--- src/rtl/bhpq_pkg.sv ---
`timescale 1ns / 1ps
// Shared types, codes and helpers of the binary heap priority queue.
package bhpq_pkg;

    localparam int CAPACITY_DEF    = 1024;
    localparam int VALUE_WIDTH_DEF = 32;

    localparam int KIND_W   = 2;
    localparam int VALUE_W  = 32;
    localparam int INDEX_W  = 10;
    localparam int COUNT_W  = 11;
    localparam int CALC_W   = 64;

    localparam logic [KIND_W-1:0] KIND_PUSH   = 2'd0;
    localparam logic [KIND_W-1:0] KIND_POP    = 2'd1;
    localparam logic [KIND_W-1:0] KIND_UPDATE = 2'd2;

    typedef enum logic [1:0] {
        ST_OK        = 2'd0,
        ST_POP_EMPTY = 2'd1,
        ST_PUSH_FULL = 2'd2,
        ST_BAD_INDEX = 2'd3
    } status_t;

    typedef enum logic [2:0] {
        S_IDLE,
        S_POP_LD,
        S_UP_CHK,
        S_UP_CMP,
        S_DN_CHK,
        S_DN_CMP,
        S_DONE
    } state_t;

    typedef struct packed {
        logic [KIND_W-1:0]  kind;
        logic [VALUE_W-1:0] value;
        logic [INDEX_W-1:0] index;
    } cmd_t;

    typedef struct packed {
        logic [VALUE_W-1:0] popped_value;
        logic [VALUE_W-1:0] top_value;
        logic [COUNT_W-1:0] entry_count;
        logic               is_empty;
        status_t            status;
    } res_t;

    function automatic logic beats(input logic [CALC_W-1:0] a, input logic [CALC_W-1:0] b,
                                   input logic max_order);
        logic result;
        if (max_order)
        begin
            result = a > b;
        end
        else
        begin
            result = a < b;
        end
        return result;
    endfunction

endpackage

--- src/rtl/bhpq_engine.sv ---
`timescale 1ns / 1ps
// Heap sequencer: runs push, pop and update against the heap memory.
module bhpq_engine #(
    parameter int CAPACITY    = bhpq_pkg::CAPACITY_DEF,
    parameter int VALUE_WIDTH = bhpq_pkg::VALUE_WIDTH_DEF
) (
    input  logic                        clk,
    input  logic                        rst_n,
    input  logic                        max_order,
    input  logic                        cmd_valid,
    input  bhpq_pkg::cmd_t              cmd,
    output logic                        cmd_ready,
    output logic                        res_valid,
    output bhpq_pkg::res_t              res,
    input  logic                        res_ready,
    output logic                        ram_we,
    output logic [$clog2(CAPACITY)-1:0] ram_waddr,
    output logic [VALUE_WIDTH-1:0]      ram_wdata,
    output logic [$clog2(CAPACITY)-1:0] ram_raddr_a,
    output logic [$clog2(CAPACITY)-1:0] ram_raddr_b,
    input  logic [VALUE_WIDTH-1:0]      ram_rdata_a,
    input  logic [VALUE_WIDTH-1:0]      ram_rdata_b
);

    localparam int AW = $clog2(CAPACITY);
    localparam int CW = $clog2(CAPACITY + 1);
    localparam int PW = CW + 1;
    localparam int XW = (PW > bhpq_pkg::INDEX_W + 1) ? PW : bhpq_pkg::INDEX_W + 1;
    localparam logic [PW-1:0] POS_ROOT = PW'(1);

    bhpq_pkg::state_t  state_reg, state_next;
    bhpq_pkg::status_t status_reg, status_next;
    logic [VALUE_WIDTH-1:0] val_reg, val_next;
    logic [VALUE_WIDTH-1:0] top_reg, top_next;
    logic [VALUE_WIDTH-1:0] popped_reg, popped_next;
    logic [PW-1:0]          pos_reg, pos_next;
    logic [CW-1:0]          count_reg, count_next;
    logic                   update_reg, update_next;
    logic                   moved_reg, moved_next;

    logic [bhpq_pkg::CALC_W-1:0] val_in_ext;
    logic [VALUE_WIDTH-1:0]      val_in;
    logic [PW-1:0]               pos_half, pos_dbl, pos_dbl_inc, n_ext;
    logic                        has_kids, has_right, pick_right, child_wins, val_wins;
    logic                        is_full, is_bad_index;
    logic [VALUE_WIDTH-1:0]      child_val;
    logic [PW-1:0]               child_pos;
    logic [bhpq_pkg::CALC_W-1:0] popped_ext, top_ext;

    assign val_in_ext = bhpq_pkg::CALC_W'(cmd.value);
    assign val_in     = val_in_ext[VALUE_WIDTH-1:0];

    assign pos_half    = pos_reg >> 1;
    assign pos_dbl     = pos_reg << 1;
    assign pos_dbl_inc = pos_dbl + PW'(1);
    assign n_ext       = PW'(count_reg);
    assign has_kids    = pos_dbl <= n_ext;
    assign has_right   = pos_dbl_inc <= n_ext;

    assign is_full      = count_reg == CW'(CAPACITY);
    assign is_bad_index = XW'(cmd.index) >= XW'(count_reg);

    assign pick_right = has_right && !bhpq_pkg::beats(bhpq_pkg::CALC_W'(ram_rdata_a),
                                                      bhpq_pkg::CALC_W'(ram_rdata_b), max_order);
    assign child_val  = pick_right ? ram_rdata_b : ram_rdata_a;
    assign child_pos  = pick_right ? pos_dbl_inc : pos_dbl;
    assign child_wins = bhpq_pkg::beats(bhpq_pkg::CALC_W'(child_val),
                                        bhpq_pkg::CALC_W'(val_reg), max_order);
    assign val_wins   = bhpq_pkg::beats(bhpq_pkg::CALC_W'(val_reg),
                                        bhpq_pkg::CALC_W'(ram_rdata_a), max_order);

    always_ff @(posedge clk or negedge rst_n)
    begin
        if (!rst_n)
        begin
            state_reg  <= bhpq_pkg::S_IDLE;
            count_reg  <= '0;
            update_reg <= 1'b0;
            moved_reg  <= 1'b0;
        end
        else
        begin
            state_reg  <= state_next;
            count_reg  <= count_next;
            update_reg <= update_next;
            moved_reg  <= moved_next;
        end
    end

    always_ff @(posedge clk)
    begin
        status_reg <= status_next;
        val_reg    <= val_next;
        top_reg    <= top_next;
        popped_reg <= popped_next;
        pos_reg    <= pos_next;
    end

    always_comb
    begin
        state_next = state_reg;
        unique case (state_reg)
            bhpq_pkg::S_IDLE:
            begin
                if (cmd_valid)
                begin
                    case (cmd.kind)
                        bhpq_pkg::KIND_PUSH:
                            state_next = is_full ? bhpq_pkg::S_DONE : bhpq_pkg::S_UP_CHK;
                        bhpq_pkg::KIND_POP:
                            state_next = (count_reg == '0) ? bhpq_pkg::S_DONE
                                                           : bhpq_pkg::S_POP_LD;
                        bhpq_pkg::KIND_UPDATE:
                            state_next = is_bad_index ? bhpq_pkg::S_DONE : bhpq_pkg::S_UP_CHK;
                        default:
                            state_next = bhpq_pkg::S_DONE;
                    endcase
                end
            end
            bhpq_pkg::S_POP_LD:
                state_next = (count_reg == '0) ? bhpq_pkg::S_DONE : bhpq_pkg::S_DN_CHK;
            bhpq_pkg::S_UP_CHK:
            begin
                if (pos_reg == POS_ROOT)
                begin
                    state_next = (update_reg && !moved_reg) ? bhpq_pkg::S_DN_CHK
                                                            : bhpq_pkg::S_DONE;
                end
                else
                begin
                    state_next = bhpq_pkg::S_UP_CMP;
                end
            end
            bhpq_pkg::S_UP_CMP:
            begin
                if (val_wins)
                begin
                    state_next = bhpq_pkg::S_UP_CHK;
                end
                else if (update_reg && !moved_reg && has_kids)
                begin
                    state_next = bhpq_pkg::S_DN_CHK;
                end
                else
                begin
                    state_next = bhpq_pkg::S_DONE;
                end
            end
            bhpq_pkg::S_DN_CHK:
                state_next = has_kids ? bhpq_pkg::S_DN_CMP : bhpq_pkg::S_DONE;
            bhpq_pkg::S_DN_CMP:
                state_next = child_wins ? bhpq_pkg::S_DN_CHK : bhpq_pkg::S_DONE;
            bhpq_pkg::S_DONE:
                state_next = res_ready ? bhpq_pkg::S_IDLE : bhpq_pkg::S_DONE;
            default:
                state_next = bhpq_pkg::S_IDLE;
        endcase
    end

    always_comb
    begin
        status_next = status_reg;
        val_next    = val_reg;
        popped_next = popped_reg;
        pos_next    = pos_reg;
        count_next  = count_reg;
        update_next = update_reg;
        moved_next  = moved_reg;
        ram_we      = 1'b0;
        ram_waddr   = AW'(pos_reg - PW'(1));
        ram_wdata   = val_reg;
        ram_raddr_a = AW'(pos_dbl - PW'(1));
        ram_raddr_b = AW'(pos_dbl);
        cmd_ready   = 1'b0;
        res_valid   = 1'b0;

        unique case (state_reg)
            bhpq_pkg::S_IDLE:
            begin
                cmd_ready = 1'b1;
                if (cmd_valid)
                begin
                    status_next = bhpq_pkg::ST_OK;
                    popped_next = '0;
                    moved_next  = 1'b0;
                    update_next = cmd.kind == bhpq_pkg::KIND_UPDATE;
                    val_next    = val_in;
                    case (cmd.kind)
                        bhpq_pkg::KIND_PUSH:
                        begin
                            if (is_full)
                            begin
                                status_next = bhpq_pkg::ST_PUSH_FULL;
                            end
                            else
                            begin
                                count_next = count_reg + CW'(1);
                                pos_next   = PW'(count_reg) + PW'(1);
                            end
                        end
                        bhpq_pkg::KIND_POP:
                        begin
                            if (count_reg == '0)
                            begin
                                status_next = bhpq_pkg::ST_POP_EMPTY;
                            end
                            else
                            begin
                                popped_next = top_reg;
                                count_next  = count_reg - CW'(1);
                                pos_next    = POS_ROOT;
                                ram_raddr_a = AW'(count_reg - CW'(1));
                            end
                        end
                        bhpq_pkg::KIND_UPDATE:
                        begin
                            if (is_bad_index)
                            begin
                                status_next = bhpq_pkg::ST_BAD_INDEX;
                            end
                            else
                            begin
                                pos_next = PW'(XW'(cmd.index) + XW'(1));
                            end
                        end
                        default:
                        begin
                            status_next = bhpq_pkg::ST_OK;
                        end
                    endcase
                end
            end
            bhpq_pkg::S_POP_LD:
                val_next = ram_rdata_a;
            bhpq_pkg::S_UP_CHK:
            begin
                ram_raddr_a = AW'(pos_half - PW'(1));
                if (pos_reg == POS_ROOT && !(update_reg && !moved_reg))
                begin
                    ram_we = 1'b1;
                end
            end
            bhpq_pkg::S_UP_CMP:
            begin
                if (val_wins)
                begin
                    ram_we     = 1'b1;
                    ram_wdata  = ram_rdata_a;
                    pos_next   = pos_half;
                    moved_next = 1'b1;
                end
                else if (!(update_reg && !moved_reg && has_kids))
                begin
                    ram_we = 1'b1;
                end
            end
            bhpq_pkg::S_DN_CHK:
            begin
                if (!has_kids)
                begin
                    ram_we = 1'b1;
                end
            end
            bhpq_pkg::S_DN_CMP:
            begin
                ram_we = 1'b1;
                if (child_wins)
                begin
                    ram_wdata = child_val;
                    pos_next  = child_pos;
                end
            end
            bhpq_pkg::S_DONE:
                res_valid = 1'b1;
            default:
            begin
                cmd_ready = 1'b0;
            end
        endcase
    end

    always_comb
    begin
        top_next = top_reg;
        if (ram_we && ram_waddr == '0)
        begin
            top_next = ram_wdata;
        end
    end

    assign popped_ext = bhpq_pkg::CALC_W'(popped_reg);
    assign top_ext    = (count_reg == '0) ? '0 : bhpq_pkg::CALC_W'(top_reg);

    assign res.popped_value = popped_ext[bhpq_pkg::VALUE_W-1:0];
    assign res.top_value    = top_ext[bhpq_pkg::VALUE_W-1:0];
    assign res.entry_count  = bhpq_pkg::COUNT_W'(count_reg);
    assign res.is_empty     = count_reg == '0;
    assign res.status       = status_reg;

endmodule

--- config.mk ---
export PLATFORM = sky130hd
export DESIGN_NAME = bhpq_engine
export DESIGN_NICKNAME = d
export VERILOG_FILES = /design/src/rtl/bhpq_pkg.sv /design/src/rtl/bhpq_engine.sv
export SDC_FILE = /design/constraint.sdc
export NUM_CORES = 1
export LEC_CHECK = 0
export BUFFER_PORTS_ARGS = -buffer_cell sky130_fd_sc_hd__buf_2
export CORE_AREA = 2 2 137 139
export CTS_CLUSTER_SIZE = 20
export DETAILED_ROUTE_END_ITERATION = 6
export DIE_AREA = 0 0 139 141
export GPL_ROUTABILITY_DRIVEN = 1
export GPL_TIMING_DRIVEN = 0
export PLACE_DENSITY = 0.86
export SYNTH_ARGS = -nofsm -noshare
export SYNTH_HDL_FRONTEND = slang
export SYNTH_SLANG_ARGS = --single-unit
export TNS_END_PERCENT = 30
--- constraint.sdc ---
create_clock -name clk -period 14.26 [get_ports clk]
set_input_delay 0.713 -clock clk [delete_from_list [all_inputs] [get_ports clk]]
set_output_delay 0.713 -clock clk [all_outputs]
set_load 0.02 [all_outputs]
Yosys cells after proc, flatten, opt, wreduce, memory -nomap -nowiden
Index checks and enable logic that the tools add are counted.
W data, S select, Z words.
{ "word_totals": {"register_bits": 126, "latch_bits": 0, "ramBits": 0, "mem_bits_ro": 0, "in_bits": 113, "output_inout_bits": 143, "elab_cells": 122, "memories": 0} }
{ "classes": {"addsub": 8, "n_mul": 0, "div_mod_pow": 0, "n_lt_le_gt_ge": 9, "n_eq_ne": 19, "n_shift": 0, "mux": 54, "bitwise": 1, "reduce_logical": 22} }
{ "op_table": {"columns": ["operator", "n"], "rows": [
  ["$mux W32", 5],
  ["$pmux W32 S2", 2],
  ["$gt A32 B32 Y1", 3],
  ["$lt A32 B32 Y1", 3],
  ["$mux W12", 7],
  ["$pmux W12 S3", 2],
  ["$mux W10", 3],
  ["$sub A10 B1 Y10 const B", 3],
  ["$le A12 B11 Y1", 2],
  ["$mux W11", 2],
  ["$pmux W11 S2", 1],
  ["$mux W3", 7],
  ["$pmux W3 S7", 1],
  ["$pmux W10 S2", 1],
  ["$mux W2", 7],
  ["$add A11 B1 Y12 const B", 1],
  ["$add A12 B1 Y12 const B", 1],
  ["$eq A12 B1 Y1 const B", 1],
  ["$mux W1", 12],
  ["$add A10 B1 Y11 const B", 1],
  ["$add A11 B1 Y11 const B", 1],
  ["$eq A11 B11 Y1 const B", 1],
  ["$ge A10 B11 Y1", 1],
  ["$logic_not A11 Y1", 1],
  ["other kinds (26)", 44]
]} }

Longest topological paths before layout
{ "logic_depth": {"ltp_word": 9, "depth_mapped": 23} }

Worst setup path before layout
Ideal clock, no wire load.
{ "synth_timing": {"path_kind": "input port to flip-flop", "startpoint": "input ram_rdata_a[5]", "endpoint": "register top_reg[0] (enable)", "setup_ns": 0.594, "arrival_time_ns": 7.669, "required_ns": 13.666, "path_slack_ns": 5.997, "stages": 10, "n_path_buf": 0, "path_cell_list": "inv_1 ha_1 a21oi_1 o21ai_0 a311o_1 a211o_1 a211oi_1 mux2_2 o2bb2ai_1 a2111oi_0"} }
{ "synth_via": {"elab_chain_len": 5, "elab_cells_between_ends": 6, "classes_between": "order compare: 2; mux: 3; reduce/logical: 1"} }
{ "synth_rtl": {"columns": ["element", "line_no", "text"], "rows": [
  ["start: declaration", "bhpq_engine.sv:21", "input logic [VALUE_WIDTH-1:0] ram_rdata_a,"],
  ["$lt A32 B32 Y1 / $gt A32 B32 Y1 (equally long branches)", "bhpq_pkg.sv:58, bhpq_pkg.sv:54", null],
  ["$mux W1 (*)", "bhpq_pkg.sv:52", "if (max_order)"],
  ["$mux W1 (*)", "bhpq_engine.sv:245", "if (val_wins)"],
  ["$pmux W1 S4 (*)", "bhpq_engine.sv:177", "unique case (state_reg)"],
  ["$logic_and A1 B1 Y1 (*)", "bhpq_engine.sv:285", "if (ram_we && ram_waddr == '0)"],
  ["end signal: assignment", "bhpq_engine.sv:94", "top_reg <= top_next;"],
  ["end: declaration", "bhpq_engine.sv:34", "logic [VALUE_WIDTH-1:0] top_reg, top_next;"]
]} }
Every way passes the cells marked *; elsewhere a longest branch is shown, timed or not.
A chain may end at the register's enable or synchronous reset.

Worst setup path in the final report
{ "layout_timing": {"startpoint": "register count_reg[3]", "endpoint": "output ram_wdata[19]"} }
{ "layout_via": {"elab_chain_len": 7, "elab_cells_between_ends": 8, "classes_between": "order compare: 3; mux: 4; reduce/logical: 1"} }
{ "layout_rtl": {"columns": ["element", "line_no", "text"], "rows": [
  ["start: declaration", "bhpq_engine.sv:37", "logic [CW-1:0] count_reg, count_next;"],
  ["start signal: assignment", "bhpq_engine.sv:84", "count_reg <= count_next;"],
  ["$le A12 B11 Y1 (*)", "bhpq_engine.sv:58", "assign has_right = pos_dbl_inc <= n_ext;"],
  ["$logic_and A1 B1 Y1 (*)", "bhpq_engine.sv:63", "assign pick_right = has_right && !bhpq_pkg::beats(bhpq_pkg::CALC_W'(ram_rdata_a),"],
  ["$mux W32 (*)", "bhpq_engine.sv:65", "assign child_val = pick_right ? ram_rdata_b : ram_rdata_a;"],
  ["$lt A32 B32 Y1 / $gt A32 B32 Y1 (equally long branches)", "bhpq_pkg.sv:58, bhpq_pkg.sv:54", null],
  ["$mux W1", "bhpq_pkg.sv:52", null],
  ["$mux W32 (*)", "bhpq_engine.sv:267", "if (child_wins)"],
  ["$pmux W32 S2 (*)", "bhpq_engine.sv:177", null],
  ["end: declaration", "bhpq_engine.sv:18", "output logic [VALUE_WIDTH-1:0] ram_wdata,"]
]} }
Marks and branches as above.

==> impl_metrics.py <==
metrics = {
    "cts": {
        "path_clk_slew_ns": 0.06,
        "htreeDepth": 4,
        "cts_hold_buf": 0,
        "tritoncts": "yes",
        "cts.sink_count": 126,
        "cts_buffer_depth": 2,
        "cts_resized": 0,
        "cts_setup_buffers": 0,
        "clk-insertion-delay-late_ns": 0.43,
        "cts_buffers": 17,
        "root_buffer": "clkbuf_16",
    },
    "synth": {
        "synth_ff_type": "edfxtp_1",
        "syn_inst": 1174,
        "async_reset_ff_share_pct": 12.7,
        "ys_types": 66,
        "yosysTopAreaCellShare_pct": 31.1,
        "synth_seq_cells": 126,
        "syn_area_per_cell_um2": 9.04,
        "netlist_area_mm2": 0.0106,
        "mappedNetlistNets": 1417,
        "synth_top_cell_by_area": "edfxtp_1",
        "synth.area.top_cells": "edfxtp_1 (31%), ha_1 (15%), inv_1 (4.6%)",
        "ys_warn_count": 0,
        "synth_edf_count": 110,
        "ys_seq_area_share_pct": 34.9,
    },
    "setup_path": {
        "ff2ff_path_depth": 23,
        "worstPathRequired_ns": 13.55,
        "r2r_setup_slack_ns": 7.68,
        "crit_arrival_ns": 6.93,
        "worstSetupStartpoint": "count_reg[3]$_DFFE_PN0P_",
        "cpMostUsedCell": "buf_2",
        "crit_path_end": "ram_wdata[19]",
        "cp_max_fo": 10,
        "r2r-end": "top_reg[19]$_DFFE_PP_",
        "crit_type": "reg -> out",
        "cp-start-kind": "flop",
        "critical-path-top-delay-family": "compound AO/OA/AOI/OAI gates",
        "crit_chain": "clkbuf_1 -> inv_1 -> ha_1 -> a21o_1 -> a21oi_1 -> o21a_1 -> o21ai_0 -> o22ai_1 -> o211ai_2 -> buf_2 -> buf_2 -> nand2_1 -> o21ai_0 -> ha_1 -> nand4_1 -> nor4_2 -> nand4_1 -> a31oi_1 -> o221a_2 -> o21ai_2 -> o22ai_1 -> buf_2 -> a221o_1 -> buf_2",
        "rr_startpoint": "count_reg[3]$_DFFE_PN0P_",
        "worstSetupEndpointType": "output pin",
        "cpPeakStageDelay_ns": 0.40,
        "crit_cells": 24,
        "crit_slowest_cell": "o22ai_1",
        "cp_num_buf_inv": 6,
    },
    "timing": {
        "skew_ns": 0.0121,
        "rsz0062_at_grt": "false",
        "maxSlewHeadroom_pct": 36.2,
        "hold_viol": 0,
        "final-setup-viol-count": 0,
        "worst_slew_pin_slew_ns": 0.948,
        "setup_tns_ns": 0,
        "post-route-period-util_pct": 53.6,
        "hold_ws_ns": 0.205,
        "drv_slew": 0,
        "fmax_ghz": 0.131,
        "post-route-min-period_ns": 7.64,
    },
    "route": {
        "drc": 0,
        "postRouteAntennaNets": 0,
        "drt_first_pass_iters": 7,
        "routed_via_density": 6.30,
        "post_drt_wl_per_cell_um": 21.2,
        "first_iter_violations": 1231,
        "num_vias": 10700,
        "wirelength_um": 36200,
    },
    "worst_hold_path": {
        "hp-class": "in -> async",
    },
    "finish": {
        "drive_gt1_share_pct": 24.5,
        "area_growth_pct": 21.2,
        "nets": 1697,
        "fin_util_pct": 70.4,
    },
    "global_routing": {
        "grt_max_degree": 39,
        "antenna_found_initial": 1,
        "grt_overflow": 0,
        "grt_first_pass_wirelength_um": 55200,
        "grtUsageTotal_pct": 36.1,
        "grt_pass1_vias": 10200,
    },
    "die": {
        "die_h_um": 141,
        "die_w_um": 139,
        "start_util_pct": 58.1,
        "core_area_mm2": 0.0183,
        "ios": 256,
        "die_area_mm2": 0.0196,
        "fp-row-count": 50,
    },
    "power": {
        "cellPowerDensity_mw_per_mm2": 187,
        "seqPwrFrac_pct": 25.3,
        "pwr-share-clk_pct": 17.5,
        "p_int_mw": 1.25,
        "p_sw_share_pct": 48.1,
        "peakVddDrop_uv": 109,
        "comb_power_share_pct": 57.1,
        "p_sw_mw": 1.16,
        "p_leak_nw": 5.95,
    },
    "job": {
        "maxCapViolations": 0,
    },
    "run_status": {
        "outcome": "finished clean",
    },
    "placed_design": {
        "place_congestion": 1.08,
        "dp_hpwl_um": 28600,
        "port_buffers": 254,
    },
}
## per-layer routing
metal | GRT usage (%) | vias up | wire length, um
met2 | 55.9 | 824 | 16000
met3 | 9.04 | 149 | 4670
met4 | 17.2 | 0 | 1790
li1 | - | 4863 | -
met1 | 47.6 | 4892 | 13700
met5 | 0 | - | 0
## through the flow
step / instance area, um2 / power, mW / instances / setup WS (ns)
2_1_floorplan: 10600 / 1.47 / 1174 / 6.00
3_3_place_gp: 12200 / 1.91 / 1662 / 3.90
3_5_place_dp: 12300 / 1.94 / 1668 / 6.87
4_1_cts: 12800 / 2.37 / 1700 / 6.86
5_1_grt: 12900 / 2.53 / 1701 / 6.34
6_report: 12900 / 2.41 / 1703 / 6.62
## cells in the final DEF (no fill, tap or decap), types with 16 or more instances in the layout
master     Yosys  final
buf_2          9    264
inv_1        131    130
ha_1         130    130
nand2_1      111    111
edfxtp_1     110    110
o21ai_0       74     73
a21oi_1       58     58
nor3_1        44     44
clkbuf_1      43     44
nor2_1        43     43
and3_1        40     40
a221o_1       36     36
and2_1        35     35
nand3_1       34     34
mux2_2        34     34
xnor2_1       28     28
nand4_1       22     22
xor2_1        19     19
o22ai_1       18     18
clkbuf_16      0     17
a221oi_1      17     16
dfrtp_1       16     16
## power groups by stage
stage | sequential [mW] | combinational, mW | clock, mW
CTS | 0.608 | 1.34 | 0.422
global placement | 0.620 | 1.29 | 0
global route | 0.619 | 1.47 | 0.438
finish | 0.611 | 1.38 | 0.423
floorplan | 0.619 | 0.855 | 0
detailed placement | 0.616 | 1.33 | 0
## worst register-to-register path: cells and delay by family (launching register included)
kind | cells | cell delay, ns
fa+ha+maj | 2 | 0.73
buf+inv | 5 | 1.72
compound gates | 10 | 2.37
simple gates | 6 | 1.13
flops | 1 | 0.33
## worst min path at each step
stage | from | to | slack [ns] | cells past startpoint
after CTS | rst_n | count_reg[7]$_DFFE_PN0P_ | 0.20 | 1
final | rst_n | count_reg[7]$_DFFE_PN0P_ | 0.20 | 1
after global placement | update_reg$_DFFE_PN0P_ | update_reg$_DFFE_PN0P_ | 0.50 | 2
after floorplan | rst_n | count_reg[0]$_DFFE_PN0P_ | 0.42 | 0
after global routing | rst_n | count_reg[7]$_DFFE_PN0P_ | 0.23 | 1
after detailed placement | update_reg$_DFFE_PN0P_ | update_reg$_DFFE_PN0P_ | 0.51 | 2
## layout make-up
cell class	count	area, um2
clock buffer	18	429
inverter	132	495
fill	1461	5400
sequential	126	3700
timing repair buffer	261	1370
buffer	69	332
clock inverter	14	135
multi-input combinational	847	6110
tap	234	293
antenna	2	5.00
## synth_stat cells (all sizes together) (7+ instances only)
cell,count
a21o,12
a21oi,58
inv,131
nand2,111
buf,25
ha,130
nand4,22
and2,36
o211ai,7
dfrtp,16
nor4,11
o21ai,75
a221oi,17
nor2,43
and3,40
nand2b,8
edfxtp,110
xnor2,28
nand3,34
mux2,34
o22ai,18
xor2,19
clkbuf,44
nor3,45
a221o,36
## cell families (layout without fill, tap and decap cells)
kind of cell	count (synthesis)	after routing	synth area share, %
flops	126	126	34.9
xor+xnor	47	47	3.88
mux	35	35	3.70
other cells	1	3	0.0353
fa+ha+maj	130	130	15.3
simple gates	363	363	17.1
buf+inv	201	494	7.79
compound gates	271	271	17.3
(Power assumes the default switching activity.)
